$ cat config.mk
export PLATFORM = sky130hd
export DESIGN_NAME = status_led_blink_sequencer_flat
export DESIGN_NICKNAME = d
export VERILOG_FILES = /design/src/hw/rtl/slbs_pkg.sv /design/src/hw/rtl/slbs_if.sv /design/src/hw/rtl/slbs_pattern.sv /design/src/hw/rtl/status_led_blink_sequencer.sv /design/src/flat_wrapper.sv
export VERILOG_INCLUDE_DIRS = /design/src /design/src/hw/rtl
export SDC_FILE = /design/constraint.sdc
export NUM_CORES = 1
export LEC_CHECK = 0
export BUFFER_PORTS_ARGS = -buffer_cell sky130_fd_sc_hd__buf_2
export CORE_MARGIN = 2
export CORE_UTILIZATION = 35
export CTS_CLUSTER_SIZE = 40
export DETAILED_ROUTE_END_ITERATION = 8
export PLACE_DENSITY = 0.64
export SLEW_MARGIN = 0
export SYNTH_ARGS = -nofsm -noshare
export SYNTH_HDL_FRONTEND = slang
export SYNTH_SLANG_ARGS = --single-unit
export TNS_END_PERCENT = 100
$ cat constraint.sdc
create_clock -name clk -period 4.3 [get_ports clk]
set_clock_uncertainty 0.05 [all_clocks]
set_input_delay 0.43 -clock clk [delete_from_list [all_inputs] [get_ports clk]]
set_output_delay 0.43 -clock clk [all_outputs]
set_load 0.01 [all_outputs]
$ cat src/hw/rtl/status_led_blink_sequencer_assert.svh
// ----------------------------------------------------------------------------
// Status LED blink sequencer assertion macros
// Short forms for the concurrent checks used inside the sequencer RTL.
// ----------------------------------------------------------------------------
`ifndef STATUS_LED_BLINK_SEQUENCER_ASSERT_SVH
`define STATUS_LED_BLINK_SEQUENCER_ASSERT_SVH

// Same-cycle implication, disabled during reset.
`define SLBS_ASSERT_NOW(label, clk, rst, ante, cons) \
  label: assert property (@(posedge clk) disable iff (rst) (ante) |-> (cons)) \
    else $error("status LED sequencer check failed");

// Next-cycle implication, disabled during reset.
`define SLBS_ASSERT_NEXT(label, clk, rst, ante, cons) \
  label: assert property (@(posedge clk) disable iff (rst) (ante) |=> (cons)) \
    else $error("status LED sequencer check failed");

`endif

$ cat src/hw/rtl/slbs_pkg.sv
// ----------------------------------------------------------------------------
// Status LED blink sequencer package
// Shared widths, blink timing constants, register indexes and bundle types.
// ----------------------------------------------------------------------------
package slbs_pkg;

  // Field widths.
  localparam int ELAPSED_W   = 20;
  localparam int LEVEL_W     = 2;
  localparam int CFG_IDX_W   = 1;
  localparam int TIMER_W_DEF = 21;

  // Blink step durations in microseconds.
  localparam int unsigned T_SHORT  = 100000;
  localparam int unsigned T_FAULT  = 700000;
  localparam int unsigned T_STREAM = 500000;
  localparam int unsigned T_LONG   = 900000;

  // Charge level code for a full battery.
  localparam logic [LEVEL_W-1:0] LEVEL_FULL = 2'd2;

  // Configuration register indexes.
  localparam logic [CFG_IDX_W-1:0] REG_LEDS_ALWAYS_ON  = 1'b0;
  localparam logic [CFG_IDX_W-1:0] REG_SOUND_ONLY_MODE = 1'b1;

  // Stream pattern runs through phases zero to five.
  localparam logic [2:0] STREAM_LAST = 3'd5;

  // Device status flags that steer the pattern choice.
  typedef struct packed {
    logic usb_on;
    logic sys_error;
    logic sd_mounted;
    logic sd_card_off;
    logic camera_failed;
    logic record_requested;
    logic record_started;
    logic stream_started;
  } status_t;

  // Configuration bits.
  typedef struct packed {
    logic leds_always_on;
    logic sound_only_mode;
  } cfg_t;

  // LED level and per-pattern phase counters.
  typedef struct packed {
    logic       led_level;
    logic [1:0] fault_phase;
    logic [1:0] audio_phase;
    logic [2:0] stream_phase;
  } pattern_state_t;

endpackage

$ cat src/hw/rtl/slbs_if.sv
// ----------------------------------------------------------------------------
// Status LED blink sequencer channels
// Valid/ready interfaces for the poll tick, the LED result and config writes.
// ----------------------------------------------------------------------------

// Poll tick channel: elapsed time and status flags.
interface slbs_tick_if
  import slbs_pkg::*;
();
  logic                 valid;
  logic                 ready;
  logic [ELAPSED_W-1:0] elapsed_us;
  logic                 usb_on;
  logic                 sys_error;
  logic                 sd_mounted;
  logic                 sd_card_off;
  logic                 camera_failed;
  logic                 record_requested;
  logic                 record_started;
  logic                 stream_started;
  logic                 charger_in;
  logic [LEVEL_W-1:0]   charge_level;
  logic                 battery_flag;

  modport source (
    output valid, elapsed_us, usb_on, sys_error, sd_mounted, sd_card_off,
           camera_failed, record_requested, record_started, stream_started,
           charger_in, charge_level, battery_flag,
    input  ready
  );
  modport sink (
    input  valid, elapsed_us, usb_on, sys_error, sd_mounted, sd_card_off,
           camera_failed, record_requested, record_started, stream_started,
           charger_in, charge_level, battery_flag,
    output ready
  );
endinterface

// LED result channel.
interface slbs_led_if;
  logic valid;
  logic ready;
  logic status_led;
  logic charge_led;
  logic battery_led;

  modport source (output valid, status_led, charge_led, battery_led, input ready);
  modport sink   (input valid, status_led, charge_led, battery_led, output ready);
endinterface

// Configuration write channel.
interface slbs_cfg_if
  import slbs_pkg::*;
();
  logic                 valid;
  logic                 ready;
  logic [CFG_IDX_W-1:0] index;
  logic                 data;

  modport source (output valid, index, data, input ready);
  modport sink   (input valid, index, data, output ready);
endinterface

$ cat src/hw/rtl/slbs_pattern.sv
// ----------------------------------------------------------------------------
// Status LED pattern step
// Adds elapsed time to the saturating timer, picks the pattern by priority
// and fires the current step when its duration has been reached.
// ----------------------------------------------------------------------------
module slbs_pattern
  import slbs_pkg::*;
#(
  parameter int TIMER_WIDTH = TIMER_W_DEF
) (
  input  logic [TIMER_WIDTH-1:0] timer,
  input  logic [ELAPSED_W-1:0]   elapsed_us,
  input  status_t                status,
  input  cfg_t                   cfg,
  input  pattern_state_t         state,
  output logic [TIMER_WIDTH-1:0] timer_next,
  output pattern_state_t         state_next
);

  localparam logic [TIMER_WIDTH-1:0] THR_SHORT  = TIMER_WIDTH'(T_SHORT);
  localparam logic [TIMER_WIDTH-1:0] THR_FAULT  = TIMER_WIDTH'(T_FAULT);
  localparam logic [TIMER_WIDTH-1:0] THR_STREAM = TIMER_WIDTH'(T_STREAM);
  localparam logic [TIMER_WIDTH-1:0] THR_LONG   = TIMER_WIDTH'(T_LONG);

  logic [TIMER_WIDTH:0]   sum;
  logic [TIMER_WIDTH-1:0] sat;
  logic [TIMER_WIDTH-1:0] thr;
  logic                   lvl;
  logic                   active;
  logic                   fire;
  logic                   adv_fault;
  logic                   adv_audio;
  logic                   adv_stream;
  logic                   storage_fault;

  // Saturating timer add.
  assign sum = {1'b0, timer} + (TIMER_WIDTH + 1)'(elapsed_us);
  assign sat = sum[TIMER_WIDTH] ? '1 : sum[TIMER_WIDTH-1:0];

  assign storage_fault = !status.sd_mounted || status.sd_card_off ||
                         (status.camera_failed && status.record_requested);

  // Pattern choice: step duration, target level and which phase advances.
  always_comb begin
    thr        = THR_SHORT;
    lvl        = 1'b0;
    active     = 1'b0;
    adv_fault  = 1'b0;
    adv_audio  = 1'b0;
    adv_stream = 1'b0;
    priority if (!cfg.leds_always_on && !status.usb_on) begin
      active = 1'b0;
    end else if (status.sys_error) begin
      active = 1'b1;
      lvl    = !state.led_level;
    end else if (storage_fault) begin
      active    = 1'b1;
      adv_fault = 1'b1;
      lvl       = state.fault_phase[0];
      thr       = (state.fault_phase == 2'd1) ? THR_FAULT : THR_SHORT;
    end else if (status.record_started && !cfg.sound_only_mode) begin
      active = 1'b1;
      lvl    = !state.led_level;
      thr    = state.led_level ? THR_LONG : THR_SHORT;
    end else if (status.record_started) begin
      active    = 1'b1;
      adv_audio = 1'b1;
      lvl       = state.audio_phase[0];
      thr       = (state.audio_phase == 2'd1 || state.audio_phase == 2'd2) ?
                  THR_LONG : THR_SHORT;
    end else if (status.stream_started) begin
      active     = (state.stream_phase <= STREAM_LAST);
      adv_stream = 1'b1;
      lvl        = state.stream_phase[0];
      thr        = (state.stream_phase == 3'd1) ? THR_STREAM : THR_SHORT;
    end else begin
      active = 1'b1;
      lvl    = !state.led_level;
      thr    = state.led_level ? THR_SHORT : THR_LONG;
    end
  end

  assign fire = active && (sat >= thr);

  // Apply the step: a fired step sets the LED, restarts the timer and moves
  // its own phase on. The off pattern forces the LED dark without a restart.
  always_comb begin
    state_next = state;
    timer_next = sat;
    if (!cfg.leds_always_on && !status.usb_on) begin
      state_next.led_level = 1'b0;
    end
    if (fire) begin
      state_next.led_level = lvl;
      timer_next           = '0;
      if (adv_fault) begin
        state_next.fault_phase = state.fault_phase + 2'd1;
      end
      if (adv_audio) begin
        state_next.audio_phase = state.audio_phase + 2'd1;
      end
      if (adv_stream) begin
        state_next.stream_phase = (state.stream_phase == STREAM_LAST) ?
                                  3'd0 : state.stream_phase + 3'd1;
      end
    end
  end

endmodule

$ cat src/hw/rtl/status_led_blink_sequencer.sv
// ----------------------------------------------------------------------------
// Status LED blink sequencer
// Drives the status, charging and battery LEDs from periodic poll ticks.
// ----------------------------------------------------------------------------
// Each tick beat returns one LED beat. A tick passes through an input
// register and an output register, and a new tick is taken every cycle
// as long as the LED side keeps up. The per-tick loop is one saturating
// timer add, one threshold compare and a phase increment, all done in the
// cycle a tick moves from the input register to the output register.
// Configuration writes are taken at any time and should be made while no
// ticks are in flight.
`include "status_led_blink_sequencer_assert.svh"

module status_led_blink_sequencer
  import slbs_pkg::*;
#(
  parameter int TIMER_WIDTH = TIMER_W_DEF
) (
  input  logic       clk,
  input  logic       rst,
  slbs_cfg_if.sink   cfg,
  slbs_tick_if.sink  tick,
  slbs_led_if.source leds
);

  // Configuration registers.
  cfg_t cfg_reg;

  // Input register.
  logic                 s1_valid;
  logic [ELAPSED_W-1:0] s1_elapsed_us;
  status_t              s1_status;
  logic                 s1_charger_in;
  logic [LEVEL_W-1:0]   s1_charge_level;
  logic                 s1_battery_flag;

  // Sequencer state.
  logic [TIMER_WIDTH-1:0] timer;
  logic [TIMER_WIDTH-1:0] timer_next;
  pattern_state_t         state;
  pattern_state_t         state_next;

  logic out_free;
  logic s1_adv;
  logic charging;

  // Handshake: the output register frees when empty or being taken.
  assign out_free   = !leds.valid || leds.ready;
  assign s1_adv     = s1_valid && out_free;
  assign tick.ready = !s1_valid || out_free;
  assign cfg.ready  = 1'b1;

  // Configuration writes.
  always_ff @(posedge clk) begin
    if (rst) begin
      cfg_reg <= '0;
    end else if (cfg.valid) begin
      unique case (cfg.index)
        REG_LEDS_ALWAYS_ON:  cfg_reg.leds_always_on  <= cfg.data;
        REG_SOUND_ONLY_MODE: cfg_reg.sound_only_mode <= cfg.data;
        default: ;
      endcase
    end
  end

  // Input register valid.
  always_ff @(posedge clk) begin
    if (rst) begin
      s1_valid <= 1'b0;
    end else if (tick.ready) begin
      s1_valid <= tick.valid;
    end
  end

  // Input register payload.
  always_ff @(posedge clk) begin
    if (tick.valid && tick.ready) begin
      s1_elapsed_us   <= tick.elapsed_us;
      s1_status       <= '{usb_on:           tick.usb_on,
                           sys_error:        tick.sys_error,
                           sd_mounted:       tick.sd_mounted,
                           sd_card_off:      tick.sd_card_off,
                           camera_failed:    tick.camera_failed,
                           record_requested: tick.record_requested,
                           record_started:   tick.record_started,
                           stream_started:   tick.stream_started};
      s1_charger_in   <= tick.charger_in;
      s1_charge_level <= tick.charge_level;
      s1_battery_flag <= tick.battery_flag;
    end
  end

  // Pattern step for the tick in the input register.
  slbs_pattern #(
    .TIMER_WIDTH (TIMER_WIDTH)
  ) u_pattern (
    .timer      (timer),
    .elapsed_us (s1_elapsed_us),
    .status     (s1_status),
    .cfg        (cfg_reg),
    .state      (state),
    .timer_next (timer_next),
    .state_next (state_next)
  );

  // State update as the tick moves on.
  always_ff @(posedge clk) begin
    if (rst) begin
      timer <= '0;
      state <= '0;
    end else if (s1_adv) begin
      timer <= timer_next;
      state <= state_next;
    end
  end

  assign charging = s1_charger_in && (s1_charge_level != LEVEL_FULL);

  // Output register valid.
  always_ff @(posedge clk) begin
    if (rst) begin
      leds.valid <= 1'b0;
    end else if (out_free) begin
      leds.valid <= s1_valid;
    end
  end

  // Output register payload.
  always_ff @(posedge clk) begin
    if (s1_adv) begin
      leds.status_led  <= state_next.led_level;
      leds.charge_led  <= charging;
      leds.battery_led <= charging ? 1'b0 : s1_battery_flag;
    end
  end

  // Checks.
  `SLBS_ASSERT_NOW(a_stream_phase_range, clk, rst, 1'b1, state.stream_phase <= STREAM_LAST)
  `SLBS_ASSERT_NOW(a_no_overrun, clk, rst, leds.valid && !leds.ready, !s1_adv)
  `SLBS_ASSERT_NEXT(a_led_tracks_state, clk, rst, s1_adv, leds.status_led == state.led_level)
  `SLBS_ASSERT_NEXT(a_state_holds, clk, rst, !s1_adv, $stable(timer) && $stable(state))
  `SLBS_ASSERT_NOW(a_leds_exclusive, clk, rst, leds.valid, !(leds.charge_led && leds.battery_led))

endmodule
$ cat src/flat_wrapper.sv
// flat-port wrapper written by rule: the top's interface ports become plain ports
module status_led_blink_sequencer_flat import slbs_pkg::*;
#(
  parameter int TIMER_WIDTH = TIMER_W_DEF
)
  (clk, rst, cfg_valid, cfg_index, cfg_data, cfg_ready, tick_valid, tick_elapsed_us, tick_usb_on, tick_sys_error, tick_sd_mounted, tick_sd_card_off, tick_camera_failed, tick_record_requested, tick_record_started, tick_stream_started, tick_charger_in, tick_charge_level, tick_battery_flag, tick_ready, leds_valid, leds_status_led, leds_charge_led, leds_battery_led, leds_ready);
  slbs_cfg_if cfg_i ();
  slbs_tick_if tick_i ();
  slbs_led_if leds_i ();
  input  logic clk;
  input  logic rst;
  input wire logic [$bits(cfg_i.valid)-1:0] cfg_valid;
  input wire logic [$bits(cfg_i.index)-1:0] cfg_index;
  input wire logic [$bits(cfg_i.data)-1:0] cfg_data;
  output wire logic [$bits(cfg_i.ready)-1:0] cfg_ready;
  input wire logic [$bits(tick_i.valid)-1:0] tick_valid;
  input wire logic [$bits(tick_i.elapsed_us)-1:0] tick_elapsed_us;
  input wire logic [$bits(tick_i.usb_on)-1:0] tick_usb_on;
  input wire logic [$bits(tick_i.sys_error)-1:0] tick_sys_error;
  input wire logic [$bits(tick_i.sd_mounted)-1:0] tick_sd_mounted;
  input wire logic [$bits(tick_i.sd_card_off)-1:0] tick_sd_card_off;
  input wire logic [$bits(tick_i.camera_failed)-1:0] tick_camera_failed;
  input wire logic [$bits(tick_i.record_requested)-1:0] tick_record_requested;
  input wire logic [$bits(tick_i.record_started)-1:0] tick_record_started;
  input wire logic [$bits(tick_i.stream_started)-1:0] tick_stream_started;
  input wire logic [$bits(tick_i.charger_in)-1:0] tick_charger_in;
  input wire logic [$bits(tick_i.charge_level)-1:0] tick_charge_level;
  input wire logic [$bits(tick_i.battery_flag)-1:0] tick_battery_flag;
  output wire logic [$bits(tick_i.ready)-1:0] tick_ready;
  output wire logic [$bits(leds_i.valid)-1:0] leds_valid;
  output wire logic [$bits(leds_i.status_led)-1:0] leds_status_led;
  output wire logic [$bits(leds_i.charge_led)-1:0] leds_charge_led;
  output wire logic [$bits(leds_i.battery_led)-1:0] leds_battery_led;
  input wire logic [$bits(leds_i.ready)-1:0] leds_ready;
  assign cfg_i.valid = cfg_valid;
  assign cfg_i.index = cfg_index;
  assign cfg_i.data = cfg_data;
  assign cfg_ready = cfg_i.ready;
  assign tick_i.valid = tick_valid;
  assign tick_i.elapsed_us = tick_elapsed_us;
  assign tick_i.usb_on = tick_usb_on;
  assign tick_i.sys_error = tick_sys_error;
  assign tick_i.sd_mounted = tick_sd_mounted;
  assign tick_i.sd_card_off = tick_sd_card_off;
  assign tick_i.camera_failed = tick_camera_failed;
  assign tick_i.record_requested = tick_record_requested;
  assign tick_i.record_started = tick_record_started;
  assign tick_i.stream_started = tick_stream_started;
  assign tick_i.charger_in = tick_charger_in;
  assign tick_i.charge_level = tick_charge_level;
  assign tick_i.battery_flag = tick_battery_flag;
  assign tick_ready = tick_i.ready;
  assign leds_valid = leds_i.valid;
  assign leds_status_led = leds_i.status_led;
  assign leds_charge_led = leds_i.charge_led;
  assign leds_battery_led = leds_i.battery_led;
  assign leds_i.ready = leds_ready;
  status_led_blink_sequencer #(.TIMER_WIDTH(TIMER_WIDTH)) u_core (.clk(clk), .rst(rst), .cfg(cfg_i), .tick(tick_i), .leds(leds_i));
endmodule
==> results of run 1 <==
[metrics by stage]
stage	setup TNS, ns	hold WS (ns)	instance area (sq um)
5_1_grt	-6.99	0.204	5870
2_1_floorplan	0	0.383	4130
6_report	-2.92	0.219	5870
3_3_place_gp	-8.66	0.395	5090
3_5_place_dp	-12.08	0.404	5090
4_1_cts	-3.32	0.208	5660
[kinds of logic (layout without fill, tap and decap cells)]
logic type	Yosys count	count (layout)	share of synthesized area [%]
flops	68	68	42.0
xor+xnor	13	13	2.79
mux	4	4	1.01
buf+inv	29	174	3.10
other cells	1	1	0.0919
compound gates	135	135	23.8
fa+ha+maj	34	34	10.6
simple gates	134	134	16.7
[cells in the final DEF (no fill, tap or decap), drive strengths merged, types with 3 or more instances in the layout]
cell type	count
buf	142
nand2	43
edfxtp	35
dfxtp	33
ha	33
a21oi	29
o21ai	29
nor2	27
inv	15
a22o	13
a211oi	13
a21o	11
clkbuf	11
nand3	10
or3	10
xnor2	8
nand2b	7
nor2b	7
nor3	7
a31oi	7
and2	6
xor2	5
o211ai	4
clkinv	4
mux2i	3
and3	3
o21a	3
a2111oi	3
or2	3
[per-layer routing]
layer | global-route usage, % | vias up | wire length, um | part of all wire, %
li1 | - | 1852 | - | -
met1 | 24.3 | 1740 | 5150 | 45
met2 | 30.0 | 106 | 5370 | 47
met3 | 3.65 | 17 | 607 | 5.3
met4 | 7.40 | 0 | 235 | 2.1
met5 | 0 | - | 0 | 0
[worst max-delay path by stage]
stage | end | slack, ns | cells past startpoint
6_report | u_core.timer[2] | -0.18 | 19
5_1_grt | u_core.timer[2] | -0.31 | 18
4_1_cts | u_core.timer[14] | -0.22 | 19
3_5_place_dp | u_core.timer[6] | -0.49 | 19
3_3_place_gp | u_core.state[7] | -0.38 | 20
2_1_floorplan | u_core.state[5] | 0.0004 | 20
[critical path: stages, from the launching register on]
cell,delay (ns)
edfxtp_1,0.41
ha_4,0.18
fa_2,0.34
a211oi_2,0.26
buf_4,0.17
nor3_4,0.04
o221a_4,0.23
a21boi_2,0.17
xor2_1,0.16
nand2_1,0.09
ha_1,0.29
buf_4,0.13
nand4_1,0.13
nor2_1,0.08
a211oi_2,0.25
nor3b_2,0.07
a221o_1,0.34
or3_4,0.39
or3_4,0.44
o21ai_2,0.16
[what timing repair did]
item / 4_1_cts / 5_1_grt
setup endpoints to repair: 30 / 30
pin swaps: 36 / 27
resized for setup: 31 / 39
buffers inserted: 9 / 9
[layout make-up]
cell class	instances	area (sq um)	area share (%)
Tap cell	143	179	3.05
Timing Repair Buffer	142	982	16.7
Multi-Input combinational cell	321	2630	44.7
Clock inverter	5	60.1	1.02
Inverter	16	60.1	1.02
Clock buffer	11	254	4.32
Sequential cell	68	1710	29.1
[power by group through the flow]
stage / clock network (mW) / registers (mW) / logic (mW)
after floorplan: 0 / 0.749 / 0.252
after global placement: 0 / 0.752 / 0.427
after detailed placement: 0 / 0.753 / 0.434
after CTS: 0.787 / 0.741 / 0.484
after global routing: 0.820 / 0.745 / 0.580
final: 0.770 / 0.742 / 0.530
==> impl_metrics.tcl, run 1 <==
set metrics [dict create \
    status "finished, violations left" \
    violations "setup timing" \
    hold_end "u_core.s1_elapsed_us[18]" \
    crit_fanout 7 \
    reg2reg_slack_ns -0.18 \
    netlist_instances 418 \
    r2r_end "u_core.timer[2]" \
    powerDensity_nw_per_um2 348 \
    wl_um 11400 \
    netSwitchingFraction_pct 28.1 \
    hold_violations 0 \
    end_kind "flop" \
    vias 3715 \
    largest_reg_flops 21 \
    grt_pass1_vias 3772 \
    netlist.area_leader.share_pct 25.8 \
    r2r_start "u_core.s1_elapsed_us[0]" \
    synth_edf_count 35 \
    fillers 1056 \
    yosys-top-cells-count "43 x nand2_1, 35 x edfxtp_1, 33 x dfxtp_1, 33 x ha_1" \
    finalWeightedCongestion 0.898 \
    syn_to_final_growth_pct 44.0 \
    synthFlopType "edfxtp_1" \
    syn-num-nets 491 \
    clk_pin_slew_ns 0.06 \
    drt_iter0_drc 176 \
    reg_top3 "u_core.timer (21), u_core.s1_elapsed_us (20)" \
    p_comb_share_pct 26.0 \
    antenna_found_initial 0 \
    top_register "u_core.timer" \
    drc 0 \
    finalNetCount 631 \
    seqPwrFrac_pct 36.3 \
    clkPwrFrac_pct 37.7 \
    synth_seq_area_share_pct 42.0 \
    holdBufCountCts 0 \
    max_freq_mhz 223 \
    drt-vias-per-instance 5.26 \
    arrival_ns 4.70 \
    die_y_um 112 \
    pre_cts_ws_ns -0.491 \
    p_switching_mw 0.573 \
    ys_warn_count 0 \
    htree_levels 3 \
    r2r_cells 19 \
    total_power_mw 2.04 \
    max-cap-violations 0 \
    leakagePower_nw 2.52 \
    drive_gt1_share_pct 41.2 \
    rsz0062_at_grt "true" \
    finalSetupViolations 28 \
    clock_sinks 68 \
    setup_slack_ns -0.176 \
    maxSlewViolCount 0 \
    yosysUniqueCellTypes 67 \
    hpwlAfterDp_um 8250 \
    hold_path_class "input pin to flop" \
    io_pins 45 \
    stdcell_count 706 \
    slew_headroom_pct 17.5 \
    clock_path_buffers 2 \
    antenna_left 0 \
    grt-ovfl-total 0 \
    synthArstFlopShare_pct 0 \
    dp.cells 675 \
    cp.required_ns 4.52 \
    dr.pass1.iters 5 \
    min_period_over_period_pct 104 \
    cp-startpoint "u_core.s1_elapsed_us[0]" \
    yosys.area.top_type "edfxtp_1" \
    grt_pass1_wl_um 18400 \
    diodes 0 \
    grt_max_degree 22 \
    dieArea_sq_um 12500 \
    die-width_um 112 \
    wl_per_cell_um 16.1 \
    io_buffers 43 \
    finalCoreUtilization_pct 51.4 \
    ir_drop_v 0.000264 \
    internal-power_mw 1.47 \
    tightest_slew_ns 1.22 \
    synth.top_cells.by_area "edfxtp_1 26%, dfxtp_1 16%, ha_1 10%" \
    worstSkewPairLatency_ns 0.33 \
    synth_seq_cells 68 \
    crit_path_start_kind "flop" \
    yosysMostFrequentCell "nand2_1" \
    period_minus_slack_ns 4.48 \
    min_path_cells 1 \
    numCtsBuffers 9 \
    track_usage_pct 18.4 \
    post_synth_instance_area_sq_um 4080 \
    syn_area_per_cell_sq_um 9.76 \
    path_class "flop to flop" \
    cts_tree "built" \
    hp-start "tick_elapsed_us[18]" \
    rows 39 \
    cts-root-buf "clkbuf_16" \
    start_util_pct 35.7 \
    core_sq_um 11400 \
]
Note: power is estimated with default switching activity, not from simulation.
==> run 2, diff against run 1 <==
ABC_AREA = 1   (was not set)
ABC_CLOCK_PERIOD_IN_PS = 4300   (was not set)
SYNTH_HIERARCHICAL = 1   (was not set)
==> impl_metrics.tcl, run 2 <==
set metrics [dict create \
    cpMostUsedCell "nand2_1" \
    netlist_instances 675 \
    seqPwrFrac_pct 37.6 \
    dp.cells 875 \
    arrival_ns 4.07 \
    final_common_cell "nand2_1" \
    crit_slowest_cell "edfxtp_1" \
    core_sq_um 13200 \
    hpwlAfterDp_um 7650 \
    drive_gt1_share_pct 12.7 \
    path_class "flop to flop" \
    crit_fanout 20 \
    rsz0062_at_grt "false" \
    grt-ovfl-total 0 \
    p_switching_mw 0.623 \
    cts-root-buf "clkbuf_16" \
    largest_reg_flops 21 \
    pre_cts_ws_ns 0.220 \
    slew_headroom_pct 28.9 \
    synth_seq_cells 68 \
    hold_violations 0 \
    die-width_um 120 \
    fin_area_sq_um 5390 \
    drt-vias-per-instance 4.70 \
    grt_max_degree 60 \
    die_y_um 120 \
    ys_warn_count 6 \
    synth_seq_area_share_pct 36.1 \
    wl_per_cell_um 11.9 \
    fin_tns_setup_ns 0 \
    internal-power_mw 1.38 \
    total_power_mw 2.01 \
    top_register "u_core/timer" \
    max-cap-violations 0 \
    yosysUniqueCellTypes 39 \
    synth_edf_count 35 \
    tightest_slew_ns 1.06 \
    netlist.area_leader.share_pct 22.2 \
    htree_levels 3 \
    vias 4197 \
    setup_slack_ns 0.450 \
    diodes 0 \
    track_usage_pct 15.8 \
    syn_to_final_growth_pct 13.7 \
    stdcell_count 893 \
    ir_drop_v 0.000261 \
    timing.hold.ws_ns 0.215 \
    leakagePower_nw 2.67 \
    numCtsBuffers 9 \
    io_buffers 43 \
    finalCoreUtilization_pct 40.7 \
    cts_tree "built" \
    dieArea_sq_um 14500 \
    max_freq_mhz 260 \
    cpPeakStageDelay_ns 0.37 \
    finalNetCount 785 \
    synthFlopType "edfxtp_1" \
    maxSlewViolCount 0 \
    worstSkewPairLatency_ns 0.34 \
    p_comb_share_pct 26.7 \
    io_pins 45 \
    antenna_found_initial 0 \
    grt_pass1_wl_um 18300 \
    hold_path_class "input pin to flop" \
    drc 0 \
    clock_sinks 68 \
    rows 42 \
    antenna_left 0 \
    powerDensity_nw_per_um2 373 \
    start_util_pct 35.8 \
    reg_top3 "u_core/timer (21), u_core/s1_elapsed_us (20)" \
    status "complete, no violations" \
    netSwitchingFraction_pct 31.0 \
    cp.required_ns 4.52 \
    dr.pass1.iters 4 \
    finalSetupViolations 0 \
    grt_pass1_vias 3829 \
    clock_path_buffers 2 \
    syn_area_per_cell_sq_um 7.02 \
    most-common-layout-cells "175 x nand2_1, 101 x inv_1, 71 x nor2_1, 67 x a21oi_1, 54 x nand3_1" \
    yosysMostFrequentCell "nand2_1" \
    wl_um 10600 \
    finalWeightedCongestion 0.883 \
    yosys-top-cells-count "176 x nand2_1, 101 x inv_1, 71 x nor2_1" \
    end_kind "flop" \
    min_period_over_period_pct 89.5 \
    crit_chain "ha_1, nand2_1, nand2_1, nand2_1, nand2_1, a21oi_1, nand3_2, inv_2, nand2_1, nor2_1, inv_1, ha_1, nand2_1, inv_1, o21ai_0, nand3b_1, a21oi_1, nand2_2, buf_6, a21oi_1, inv_1, nand3_1, nand2_1, nor2_1" \
    synthArstFlopShare_pct 0 \
    synth.top_cells.by_area "edfxtp_1 22%, dfxtp_1 14%, nand2_1 14%" \
    place_area_sq_um 5060 \
    clkPwrFrac_pct 35.7 \
    clk_pin_slew_ns 0.05 \
    yosys.area.top_type "edfxtp_1" \
    period_minus_slack_ns 3.85 \
    drt_iter0_drc 221 \
    crit_path_start_kind "flop" \
    syn-num-nets 748 \
    post_synth_instance_area_sq_um 4740 \
]
[run 2: worst max-delay path: cells and delay by family (launching register included)]
family | cells | cell delay [ns]
compound gates | 4 | 0.74
flops | 1 | 0.37
fa+ha+maj | 2 | 0.65
buf+inv | 5 | 0.60
simple gates | 13 | 1.37
[run 2: worst paths after layout]
path | startpoint | endpoint | slack, ns | cells after the start
max | u_core/s1_elapsed_us[14] | u_core/timer[1] | 0.45 | 24
min | tick_elapsed_us[15] | u_core/s1_elapsed_us[15] | 0.21 | 1
max reg2reg | u_core/s1_elapsed_us[14] | u_core/timer[1] | 0.45 | 24
min reg2reg | u_core/cfg_reg[1] | u_core/cfg_reg[1] | 0.41 | 2
[run 2: timing repair]
item,4_1_cts,5_1_grt
resized for setup,0,5
endpoints found under the hold margin,0,0
setup endpoints to repair,0,28
setup buffers,0,2
hold buffers,0,0
[run 2: logic make-up after synthesis]
kind of cell               synth area share [%]
and+or+nand+nor                            29.6
buffers and inverters                      11.4
AOI/OAI and AO/OA                          12.0
DFF                                        36.1
adders and majority gates                  9.14
xor gates and xnor gates                   1.66
other                                    0.0792
[run 2: area by class of cell]
cell class	instances	area, sq um
clock buffers	9	225
well taps	176	220
repair buffers	49	264
inverters	106	398
multi-input cells	478	2500
fillers	1425	7860
clock inverters	7	67.6
flip-flops and latches	68	1710
[run 2: per-layer routing]
layer  wire [um]  share of wire [%]  vias up  global-route usage, %
met5           0                  0        -                      0
met4         176                1.7        0                   5.74
met3         357                3.4       12                   3.58
met2        4820                 45       57                   25.5
met1        5270                 50     1883                   20.8
li1            -                  -     2245                      -
[run 2: power groups by stage]
stage / clock [mW] / sequential [mW] / combinational, mW
2_1_floorplan: 0 / 0.762 / 0.412
3_3_place_gp: 0 / 0.768 / 0.514
3_5_place_dp: 0 / 0.768 / 0.516
4_1_cts: 0.747 / 0.755 / 0.519
5_1_grt: 0.775 / 0.761 / 0.622
6_report: 0.717 / 0.755 / 0.535
